## src/design/tpp_pkg.sv

```systemverilog
`timescale 1ns / 1ps
`default_nettype none
package tpp_pkg;
  localparam int unsigned TickRateDefault = 20000;
  localparam int unsigned CfgIdxW = 3;
  localparam int unsigned CfgDataW = 32;

  typedef enum logic [CfgIdxW-1:0] {
    CFG_UP_ACCEL    = 3'd0,
    CFG_DOWN_ACCEL  = 3'd1,
    CFG_RATED_SPEED = 3'd2,
    CFG_BRAKE_BAND  = 3'd3,
    CFG_STOP_FACTOR = 3'd4
  } cfg_idx_e;

  typedef struct packed {
    logic        cmd;
    logic [31:0] position;
    logic [31:0] velocity;
  } in_item_t;

  typedef struct packed {
    logic [31:0] out_position;
    logic [31:0] out_velocity;
  } out_item_t;

  typedef struct packed {
    logic [CfgIdxW-1:0]  index;
    logic [CfgDataW-1:0] data;
  } cfg_item_t;
endpackage
`default_nettype wire

```

## src/design/tpp_if.sv

```systemverilog
`timescale 1ns / 1ps
`default_nettype none
interface tpp_in_if;
  logic valid;
  logic ready;
  tpp_pkg::in_item_t payload;
  modport source (output valid, output payload, input ready);
  modport sink (input valid, input payload, output ready);
endinterface

interface tpp_out_if;
  logic valid;
  logic ready;
  tpp_pkg::out_item_t payload;
  modport source (output valid, output payload, input ready);
  modport sink (input valid, input payload, output ready);
endinterface

interface tpp_cfg_if;
  logic valid;
  logic ready;
  tpp_pkg::cfg_item_t payload;
  modport source (output valid, output payload, input ready);
  modport sink (input valid, input payload, output ready);
endinterface
`default_nettype wire

```

## src/design/tpp_divider.sv

```systemverilog
`timescale 1ns / 1ps
`default_nettype none
// Bit-serial signed division by a constant tick rate, truncating toward zero.
// The magnitude of the dividend is shifted in one bit per cycle (restoring).
// The result is ready when done is raised, once all 34 dividend bits have been
// shifted in.
module tpp_divider #(
  parameter int unsigned TickRate = tpp_pkg::TickRateDefault
) (
  input  wire logic               clk_i,
  input  wire logic               rst_ni,
  input  wire logic               start_i,
  input  wire logic signed [33:0] dividend_i,
  output logic                    done_o,
  output logic signed [33:0]      quot_o,
  output logic signed [33:0]      rem_o
);
  import tpp_pkg::*;
  localparam int unsigned RemW = $clog2(TickRate) + 1;
  localparam logic [RemW:0] Divisor = (RemW + 1)'(TickRate);

  logic [33:0]   mag_q, mag_d;
  logic [RemW:0] rem_q, rem_d;
  logic          neg_q, neg_d;
  logic [5:0]    cnt_q, cnt_d;
  logic          busy_q, busy_d;
  logic [RemW:0] trial;

  always_comb begin
    mag_d  = mag_q;
    rem_d  = rem_q;
    neg_d  = neg_q;
    cnt_d  = cnt_q;
    busy_d = busy_q;
    trial  = {rem_q[RemW-1:0], mag_q[33]};
    if (start_i) begin
      neg_d  = dividend_i[33];
      mag_d  = dividend_i[33] ? 34'(-dividend_i) : dividend_i;
      rem_d  = '0;
      cnt_d  = 6'd34;
      busy_d = 1'b1;
    end else if (busy_q) begin
      if (cnt_q != 6'd0) begin
        if (trial >= Divisor) begin
          rem_d = trial - Divisor;
          mag_d = {mag_q[32:0], 1'b1};
        end else begin
          rem_d = trial;
          mag_d = {mag_q[32:0], 1'b0};
        end
        cnt_d = cnt_q - 6'd1;
      end else begin
        busy_d = 1'b0;
      end
    end
  end

  always_ff @(posedge clk_i or negedge rst_ni) begin
    if (!rst_ni) begin
      busy_q <= 1'b0;
      cnt_q  <= '0;
    end else begin
      busy_q <= busy_d;
      cnt_q  <= cnt_d;
    end
  end

  always_ff @(posedge clk_i) begin
    mag_q <= mag_d;
    rem_q <= rem_d;
    neg_q <= neg_d;
  end

  assign done_o = busy_q && (cnt_q == 6'd0);
  assign quot_o = neg_q ? 34'(-mag_q) : mag_q;
  assign rem_o  = neg_q ? -34'(rem_q) : 34'(rem_q);
endmodule
`default_nettype wire

```

## src/design/trapezoid_position_profiler.sv

```systemverilog
`timescale 1ns / 1ps
`default_nettype none
// Channel   Direction  Payload
// in_ch     sink       cmd, position, velocity
// out_ch    source     out_position, out_velocity
// cfg_ch    sink       register index, write data
// A load result is offered in the cycle after its transaction. A step result
// is offered after shift-add squaring, a shift-add multiply by stop_factor, a
// decision state, two bit-serial divisions by the tick rate and an output
// state; the velocity division is skipped when the velocity holds or rests at
// the goal. Reset is asynchronous, active low.
// A transaction is taken only when idle and the previous result has been taken.
module trapezoid_position_profiler #(
  parameter int unsigned TickRate = tpp_pkg::TickRateDefault
) (
  input wire logic clk_i,
  input wire logic rst_ni,
  tpp_in_if.sink   in_ch,
  tpp_out_if.source out_ch,
  tpp_cfg_if.sink  cfg_ch
);
  import tpp_pkg::*;

  typedef enum logic [6:0] {
    S_IDLE = 7'b0000001,
    S_SQR  = 7'b0000010,
    S_MUL  = 7'b0000100,
    S_DEC  = 7'b0001000,
    S_VDIV = 7'b0010000,
    S_PDIV = 7'b0100000,
    S_DONE = 7'b1000000
  } state_e;

  state_e state_q, state_d;

  logic [30:0] up_q, down_q, rated_q, bb_q;
  logic [31:0] sf_q;
  logic signed [31:0] pos_q, vel_q, vrem_q, prem_q;
  logic signed [31:0] goal_q;

  // Serial multiply operands.
  logic [63:0] acc_q;
  logic [63:0] mcand_q;
  logic [31:0] mplier_q;
  logic [5:0]  mcnt_q;
  logic [95:0] prod_q;

  logic signed [32:0] dist_d;

  logic out_valid_q;
  out_item_t out_q;

  logic div_start;
  logic signed [33:0] div_dividend, div_quot, div_rem;
  logic div_done;

  tpp_divider #(.TickRate(TickRate)) u_div (
    .clk_i, .rst_ni,
    .start_i(div_start), .dividend_i(div_dividend),
    .done_o(div_done), .quot_o(div_quot), .rem_o(div_rem)
  );

  assign cfg_ch.ready = 1'b1;
  assign in_ch.ready  = (state_q == S_IDLE) && !out_valid_q;
  assign out_ch.valid = out_valid_q;
  assign out_ch.payload = out_q;

  wire in_fire = in_ch.valid && in_ch.ready;
  assign dist_d = 33'(goal_q) - 33'(pos_q);

  logic [31:0] vmag;
  assign vmag = vel_q[31] ? 32'(-vel_q) : 32'(vel_q);

  // Decision for a step, made once the stopping distance is known.
  logic signed [33:0] acc_sel;
  logic               rest, skip_accel, keep_v, slow_down, speed_up;
  logic [32:0] dmag;
  logic pos_dir, toward;
  always_comb begin
    acc_sel    = '0;
    rest       = 1'b0;
    keep_v     = 1'b0;
    skip_accel = 1'b0;
    slow_down  = 1'b0;
    speed_up   = 1'b0;
    pos_dir    = !vel_q[31];
    toward     = (!dist_d[32]) == pos_dir;
    dmag       = dist_d[32] ? 33'(-dist_d) : 33'(dist_d);
    if (dist_d == '0) begin
      if (vmag <= {1'b0, bb_q}) begin
        rest = 1'b1;
      end else begin
        slow_down = 1'b1;
        acc_sel   = pos_dir ? -34'(down_q) : 34'(down_q);
      end
    end else if (vel_q == '0) begin
      acc_sel = dist_d[32] ? -34'(up_q) : 34'(up_q);
    end else if (toward && vmag <= {1'b0, rated_q}
                 && {31'd0, dmag} > prod_q[95:32]) begin
      if (vmag < {1'b0, rated_q}) begin
        speed_up = 1'b1;
        acc_sel  = pos_dir ? 34'(up_q) : -34'(up_q);
      end else begin
        keep_v = 1'b1;
      end
    end else begin
      slow_down = 1'b1;
      acc_sel   = pos_dir ? -34'(down_q) : 34'(down_q);
    end
    skip_accel = rest || keep_v;
  end

  // Clamping after the velocity division.
  logic signed [33:0] v_sum;
  logic signed [33:0] v_fin;
  logic signed [33:0] rated_s;
  logic               v_clamp;
  assign v_sum   = 34'(vel_q) + div_quot;
  assign rated_s = 34'(rated_q);
  always_comb begin
    v_fin   = v_sum;
    v_clamp = 1'b0;
    if (slow_down) begin
      // Slowing down: stop at zero crossing.
      if (!vel_q[31] ? (v_sum <= 34'sd0) : (v_sum >= 34'sd0)) begin
        v_fin = '0;
        v_clamp = 1'b1;
      end
    end else if (speed_up) begin
      if (!vel_q[31] ? (v_sum >= rated_s) : (v_sum <= -rated_s)) begin
        v_fin = !vel_q[31] ? rated_s : -rated_s;
        v_clamp = 1'b1;
      end
    end
  end

  always_comb begin
    state_d      = state_q;
    div_start    = 1'b0;
    div_dividend = '0;
    unique case (state_q)
      S_IDLE: if (in_fire && !in_ch.payload.cmd) state_d = S_SQR;
      S_SQR:  if (mcnt_q == 6'd0) state_d = S_MUL;
      S_MUL:  if (mcnt_q == 6'd0) state_d = S_DEC;
      S_DEC: begin
        if (skip_accel) begin
          state_d = S_PDIV;
          div_start = 1'b1;
          div_dividend = rest ? 34'(0) : 34'(prem_q) + 34'(vel_q);
        end else begin
          state_d = S_VDIV;
          div_start = 1'b1;
          div_dividend = 34'(vrem_q) + acc_sel;
        end
      end
      S_VDIV: if (div_done) begin
        state_d = S_PDIV;
        div_start = 1'b1;
        div_dividend = 34'(prem_q) + 34'($signed(v_fin[31:0]));
      end
      S_PDIV: if (div_done) state_d = S_DONE;
      S_DONE: state_d = S_IDLE;
      default: state_d = S_IDLE;
    endcase
  end

  always_ff @(posedge clk_i or negedge rst_ni) begin
    if (!rst_ni) begin
      state_q     <= S_IDLE;
      out_valid_q <= 1'b0;
      up_q    <= 31'd1000000;
      down_q  <= 31'd1000000;
      rated_q <= 31'd1000000;
      bb_q    <= 31'd1000;
      sf_q    <= 32'd4295;
      pos_q   <= '0;
      vel_q   <= '0;
      vrem_q  <= '0;
      prem_q  <= '0;
    end else begin
      state_q <= state_d;
      if (out_ch.valid && out_ch.ready) out_valid_q <= 1'b0;
      if (cfg_ch.valid) begin
        case (cfg_ch.payload.index)
          CFG_UP_ACCEL:    up_q    <= cfg_ch.payload.data[30:0];
          CFG_DOWN_ACCEL:  down_q  <= cfg_ch.payload.data[30:0];
          CFG_RATED_SPEED: rated_q <= cfg_ch.payload.data[30:0];
          CFG_BRAKE_BAND:  bb_q    <= cfg_ch.payload.data[30:0];
          CFG_STOP_FACTOR: sf_q    <= cfg_ch.payload.data;
          default: ;
        endcase
      end
      if (in_fire && in_ch.payload.cmd) begin
        pos_q  <= in_ch.payload.position;
        vel_q  <= in_ch.payload.velocity;
        vrem_q <= '0;
        prem_q <= '0;
        out_q  <= '{in_ch.payload.position, in_ch.payload.velocity};
        out_valid_q <= 1'b1;
      end
      if (state_q == S_DEC && rest) begin
        vel_q  <= '0;
        vrem_q <= '0;
        prem_q <= '0;
      end
      if (state_q == S_VDIV && div_done) begin
        vel_q  <= v_fin[31:0];
        vrem_q <= v_clamp ? 32'sd0 : div_rem[31:0];
      end
      if (state_q == S_PDIV && div_done) begin
        pos_q  <= 32'(34'(pos_q) + div_quot);
        prem_q <= div_rem[31:0];
      end
      if (state_q == S_DONE) begin
        out_q <= '{pos_q, vel_q};
        out_valid_q <= 1'b1;
      end
    end
  end

  // Shift-add multiplier: vmag*vmag, then the square times stop_factor.
  always_ff @(posedge clk_i) begin
    if (in_fire) begin
      goal_q <= in_ch.payload.position;
    end
    unique case (state_q)
      S_IDLE: begin
        mcnt_q   <= 6'd32;
        acc_q    <= '0;
        mcand_q  <= {32'd0, vmag};
        mplier_q <= vmag;
      end
      S_SQR: begin
        if (mcnt_q != 6'd0) begin
          if (mplier_q[0]) acc_q <= acc_q + mcand_q;
          mcand_q  <= {mcand_q[62:0], 1'b0};
          mplier_q <= {1'b0, mplier_q[31:1]};
          mcnt_q   <= mcnt_q - 6'd1;
        end else begin
          mcnt_q   <= 6'd32;
          prod_q   <= '0;
          mcand_q  <= acc_q;
          mplier_q <= sf_q;
        end
      end
      S_MUL: begin
        if (mcnt_q != 6'd0) begin
          // Product is accumulated from the top: shift right and add.
          if (mplier_q[0]) prod_q <= {1'b0, prod_q[95:1]} + {1'b0, mcand_q, 31'd0};
          else prod_q <= {1'b0, prod_q[95:1]};
          mplier_q <= {1'b0, mplier_q[31:1]};
          mcnt_q   <= mcnt_q - 6'd1;
        end
      end
      default: ;
    endcase
  end

`ifndef ASSERT_OFF
  a_busy_no_accept: assert property (@(posedge clk_i) disable iff (!rst_ni)
    (state_q != S_IDLE) |-> !in_ch.ready) else $error("accept while busy");
  a_done_valid: assert property (@(posedge clk_i) disable iff (!rst_ni)
    (state_q == S_DONE) |=> out_valid_q) else $error("result lost");
`endif
endmodule
`default_nettype wire
```

## src/flat_wrapper.sv

```systemverilog
// flat-port wrapper written by rule: the top's interface ports become plain ports
module trapezoid_position_profiler_flat import tpp_pkg::*;
#(
  parameter int unsigned TickRate = tpp_pkg::TickRateDefault
)
  (clk_i, rst_ni, in_ch_valid, in_ch_payload, in_ch_ready, out_ch_valid, out_ch_payload, out_ch_ready, cfg_ch_valid, cfg_ch_payload, cfg_ch_ready);
  tpp_in_if in_ch_i ();
  tpp_out_if out_ch_i ();
  tpp_cfg_if cfg_ch_i ();
  input wire logic clk_i;
  input wire logic rst_ni;
  input wire logic [$bits(in_ch_i.valid)-1:0] in_ch_valid;
  input wire logic [$bits(in_ch_i.payload)-1:0] in_ch_payload;
  output wire logic [$bits(in_ch_i.ready)-1:0] in_ch_ready;
  output wire logic [$bits(out_ch_i.valid)-1:0] out_ch_valid;
  output wire logic [$bits(out_ch_i.payload)-1:0] out_ch_payload;
  input wire logic [$bits(out_ch_i.ready)-1:0] out_ch_ready;
  input wire logic [$bits(cfg_ch_i.valid)-1:0] cfg_ch_valid;
  input wire logic [$bits(cfg_ch_i.payload)-1:0] cfg_ch_payload;
  output wire logic [$bits(cfg_ch_i.ready)-1:0] cfg_ch_ready;
  assign in_ch_i.valid = in_ch_valid;
  assign in_ch_i.payload = in_ch_payload;
  assign in_ch_ready = in_ch_i.ready;
  assign out_ch_valid = out_ch_i.valid;
  assign out_ch_payload = out_ch_i.payload;
  assign out_ch_i.ready = out_ch_ready;
  assign cfg_ch_i.valid = cfg_ch_valid;
  assign cfg_ch_i.payload = cfg_ch_payload;
  assign cfg_ch_ready = cfg_ch_i.ready;
  trapezoid_position_profiler #(.TickRate(TickRate)) u_core (.clk_i(clk_i), .rst_ni(rst_ni), .in_ch(in_ch_i), .out_ch(out_ch_i), .cfg_ch(cfg_ch_i));
endmodule
```

## config.mk

```make
export PLATFORM = sky130hd
export DESIGN_NAME = trapezoid_position_profiler_flat
export DESIGN_NICKNAME = d
export VERILOG_FILES = /design/src/design/tpp_pkg.sv /design/src/design/tpp_if.sv /design/src/design/tpp_divider.sv /design/src/design/trapezoid_position_profiler.sv /design/src/flat_wrapper.sv
export SDC_FILE = /design/constraint.sdc
export NUM_CORES = 2
export LEC_CHECK = 0
export BUFFER_PORTS_ARGS = -buffer_cell sky130_fd_sc_hd__buf_2
export CAP_MARGIN = 0
export CORE_MARGIN = 2
export CORE_UTILIZATION = 52
export CTS_BUF_LIST = sky130_fd_sc_hd__clkbuf_4
export CTS_CLUSTER_DIAMETER = 120
export CTS_CLUSTER_SIZE = 12
export DETAILED_ROUTE_END_ITERATION = 6
export PLACE_DENSITY = 0.78
export SETUP_SLACK_MARGIN = 0.05
export SYNTH_ARGS = -nofsm -noshare
export SYNTH_HDL_FRONTEND = slang
export SYNTH_SLANG_ARGS = --single-unit
export TNS_END_PERCENT = 20
```

## constraint.sdc

```tcl
create_clock -name clk_i -period 29.5 [get_ports clk_i]
set_clock_uncertainty 0.1 [all_clocks]
set_input_delay 5.9 -clock clk_i [delete_from_list [all_inputs] [get_ports clk_i]]
set_output_delay 5.9 -clock clk_i [all_outputs]
set_load 0.01 [all_outputs]
```

==> run metrics <==
EDFF count, synth=361; leak pwr=0.0258 µW; Num CTS Buffers=between 60 and 70; Final Hold Viols=0; # IOs=around 170; vias in the first global route=46624; # rows=119; gr usage total=35.1%; routed len/inst=25.1 µm; top_reg_cell synth=edfxtp_1; peak supply drop=0.0582 mV; Register-to-Register Setup Slack=about 15 ns; Mean Syn Cell Area=8.85 µm²; hold_buf cts=0; TNS Setup=0 ns; Layout fillers=9490; placed insts=7630; fmax=69.4 MHz; initial antenna violation count=17; Synth Instances=between 6000 and 7000; synthesized cell area=55200 µm²; Post-route DRC=0; Worst slew margin=8.63%; Die X=330 µm; Net Count, Synth=6839; RR Endpoint=u_core.u_div.mag_q[17]$_DFFE_PP_; multi-input logic area=34600 µm²; Worst Hold End=u_core.vrem_q[28]$_DFFE_PN0P_; Die Height=approximately 330 µm; remaining antenna violation count=0; Final setup viols=0; Synth Area in Adders=between 10 and 15%; synth cell count leaders=nand2_1 (694), ha_1 (490), o21ai_0 (460); root buf cell=clkbuf_4; CP arrival=15.10 ns; FF+latch count, synth=677; Initial DRT Pass Iterations=6; status=completed; post-CTS sizing=0; via count=50649; GPL Wtd Cong=slightly above 1; Die Area=109000 µm²; slowest stage cell on the critical path=nor2_1; final period utilization=~49%; reg-to-reg startpoint=u_core.pos_q[0]$_DFFE_PN0P_; multiplexer fraction of the synthesized cell area=4.95%; Starting Density=52.4%; slowest cell delay on critical path=0.68 ns; register area share after synthesis=~34%; Min-Delay Path Class=register to register; min Tclk post-route=14.40 ns; post-synthesis compound-gate area fraction=between 20 and 25%; Req. time, crit path=30.20 ns; crit path launch type=register; hold path depth=2; largest net degree at the start of global routing=84; fraction of layout cells with a size suffix above 1=10.4%; core area=105000 µm²; XOR/XNOR Fraction of Synth Area=7.94%; PortBufs=170; dpl hpwl=151000 µm; Yosys warning count=0; leading area contributor after synthesis=edfxtp_1; Post-CTS Setup Bufs=0; gr ovfl total=0; drt first-iter violations=~6500; largest fanout on the critical path=64; ys async rst share=44.2%; top cell type's share of synthesized area=approximately a fifth; library cells used by synthesis=105; area delta synth->final=6.28%; CTS max path bufs=3; FF/Latch Area=18700 µm²; Final nets=between 6000 and 7000; first-pass GRT wire length=291000 µm; Slew Limit Fails=0; clk slew on worst S/H paths=0.15 ns; top-count cell post-synth=nand2_1; hold path startpoint=u_core.vrem_q[28]$_DFFE_PN0P_; maxcap violations=0; clk sink count=677; CTS tree=built; Via density=6.53; Post-Synth Simple-Gate Area=17.3%; main combinational cell family by area after synthesis=compound AO/OA/AOI/OAI gates; endpoint class of the critical path=register; Power Density=105 nW/µm²; synth top area cells=edfxtp_1 (20%), dfrtp_1 (12%), ha_1 (11%); worst skew pair latency=1.06 ns; worst-margin pin slew=approximately 1.4 ns; H-tree levels=3; RSZ-0062 raised after global routing=false; Worst Reg-to-Reg Cells=48; total wire length=195000 µm; Worst Path Class, Setup=register to register; Post-Layout Cell Count=7762
==> cell usage in the layout, fill, tap and decap left out, types with 93 or more instances in the layout <==
cell type  Yosys  layout
nand2_1      694     692
ha_1         490     490
o21ai_0      460     460
a21oi_1      447     443
nor2_1       433     429
edfxtp_1     361     361
xnor2_1      311     311
inv_1        274     274
dfrtp_1      265     264
a21o_1       218     218
xor2_1       189     189
buf_2          8     169
mux2_2       156     156
nand3_1      127     125
clkbuf_4       0     114
nor3_1       110     108
mux2i_1       97      97
or3_1         95      93
==> registers in the layout, summed over array words and instances, names as in the netlist, 32 cells and up <==
signal and flops:
u_core.prod_q 64, u_core.pos_q 32, u_core.prem_q 32, u_core.acc_q 64
u_core.out_ch.payload 64, u_core.goal_q 32, u_core.mplier_q 32, u_core.mcand_q 64
u_core.vel_q 32, u_core.sf_q 32, u_core.vrem_q 32, u_core.u_div.mag_q 34
==> final cells by class <==
| type | instances | area share [%] |
|---|---|---|
| flip-flops and latches | 677 | 31.9 |
| clock buffers | 114 | 1.46 |
| diodes | 11 | 0.0470 |
| inverters | 278 | 1.78 |
| clock inverters | 7 | 0.224 |
| repair buffers | 257 | 2.58 |
| multi-input cells | 5027 | 59.0 |
| well taps | 1391 | 2.97 |
==> critical path, delay by kind of cell, from the launching register on <==
| family | cells | cell delay, ns |
|---|---|---|
| muxes | 1 | 0.18 |
| adders and majority gates | 5 | 1.61 |
| buffers and inverters | 3 | 1.29 |
| and+or+nand+nor | 17 | 5.26 |
| DFF | 1 | 0.44 |
| xor gates and xnor gates | 2 | 0.32 |
| AOI/OAI and AO/OA | 20 | 4.89 |
==> routing by layer <==
layer | track usage [%] | wire, µm
met5 | 0 | 118
met2 | 52.0 | 82500
met1 | 48.6 | 80900
met3 | 8.31 | 21900
met4 | 15.7 | 9610
==> kinds of logic after synthesis <==
family          after synthesis
compound gates             1798
other cells                   1
simple gates               1977
flops                       677
buf+inv                     532
fa+ha+maj                   498
mux                         253
xor+xnor                    500
==> metrics by stage <==
step | hold slack, ns | utilization, % | total power [µW] | setup WS [ns] | area (µm²)
after floorplan | 0.345 | - | 4300 | 16.90 | 55200
after global placement | 0.358 | 54.7 | 5360 | 15.87 | 57600
after detailed placement | 0.364 | 54.7 | 5440 | 15.41 | 57600
after CTS | 0.397 | 55.7 | 6020 | 15.38 | 58600
after global routing | 0.430 | 55.7 | 6530 | 14.23 | 58600
final | 0.398 | 55.7 | 6130 | 15.10 | 58600
==> power breakdown <==
part,internal [µW],switching (µW)
sequential,1290,258
clock,208,356
combinational,1540,2480
total,3040,3090
==> worst max-delay path by stage <==
stage | cells after the start | slack [ns] | to | from
detailed placement | 47 | 15.41 | u_core.u_div.mag_q[15]$_DFFE_PP_ | u_core.pos_q[0]$_DFFE_PN0P_
global route | 47 | 14.23 | u_core.u_div.mag_q[19]$_DFFE_PP_ | u_core.pos_q[0]$_DFFE_PN0P_
CTS | 47 | 15.38 | u_core.u_div.mag_q[15]$_DFFE_PP_ | u_core.pos_q[0]$_DFFE_PN0P_
global placement | 47 | 15.87 | u_core.u_div.mag_q[15]$_DFFE_PP_ | u_core.pos_q[1]$_DFFE_PN0P_
floorplan | 5 | 16.90 | u_core.out_ch.payload[0]$_DFFE_PP_ | in_ch_valid
finish | 48 | 15.10 | u_core.u_div.mag_q[17]$_DFFE_PP_ | u_core.pos_q[0]$_DFFE_PN0P_
Power figures use the tool's default switching activity.
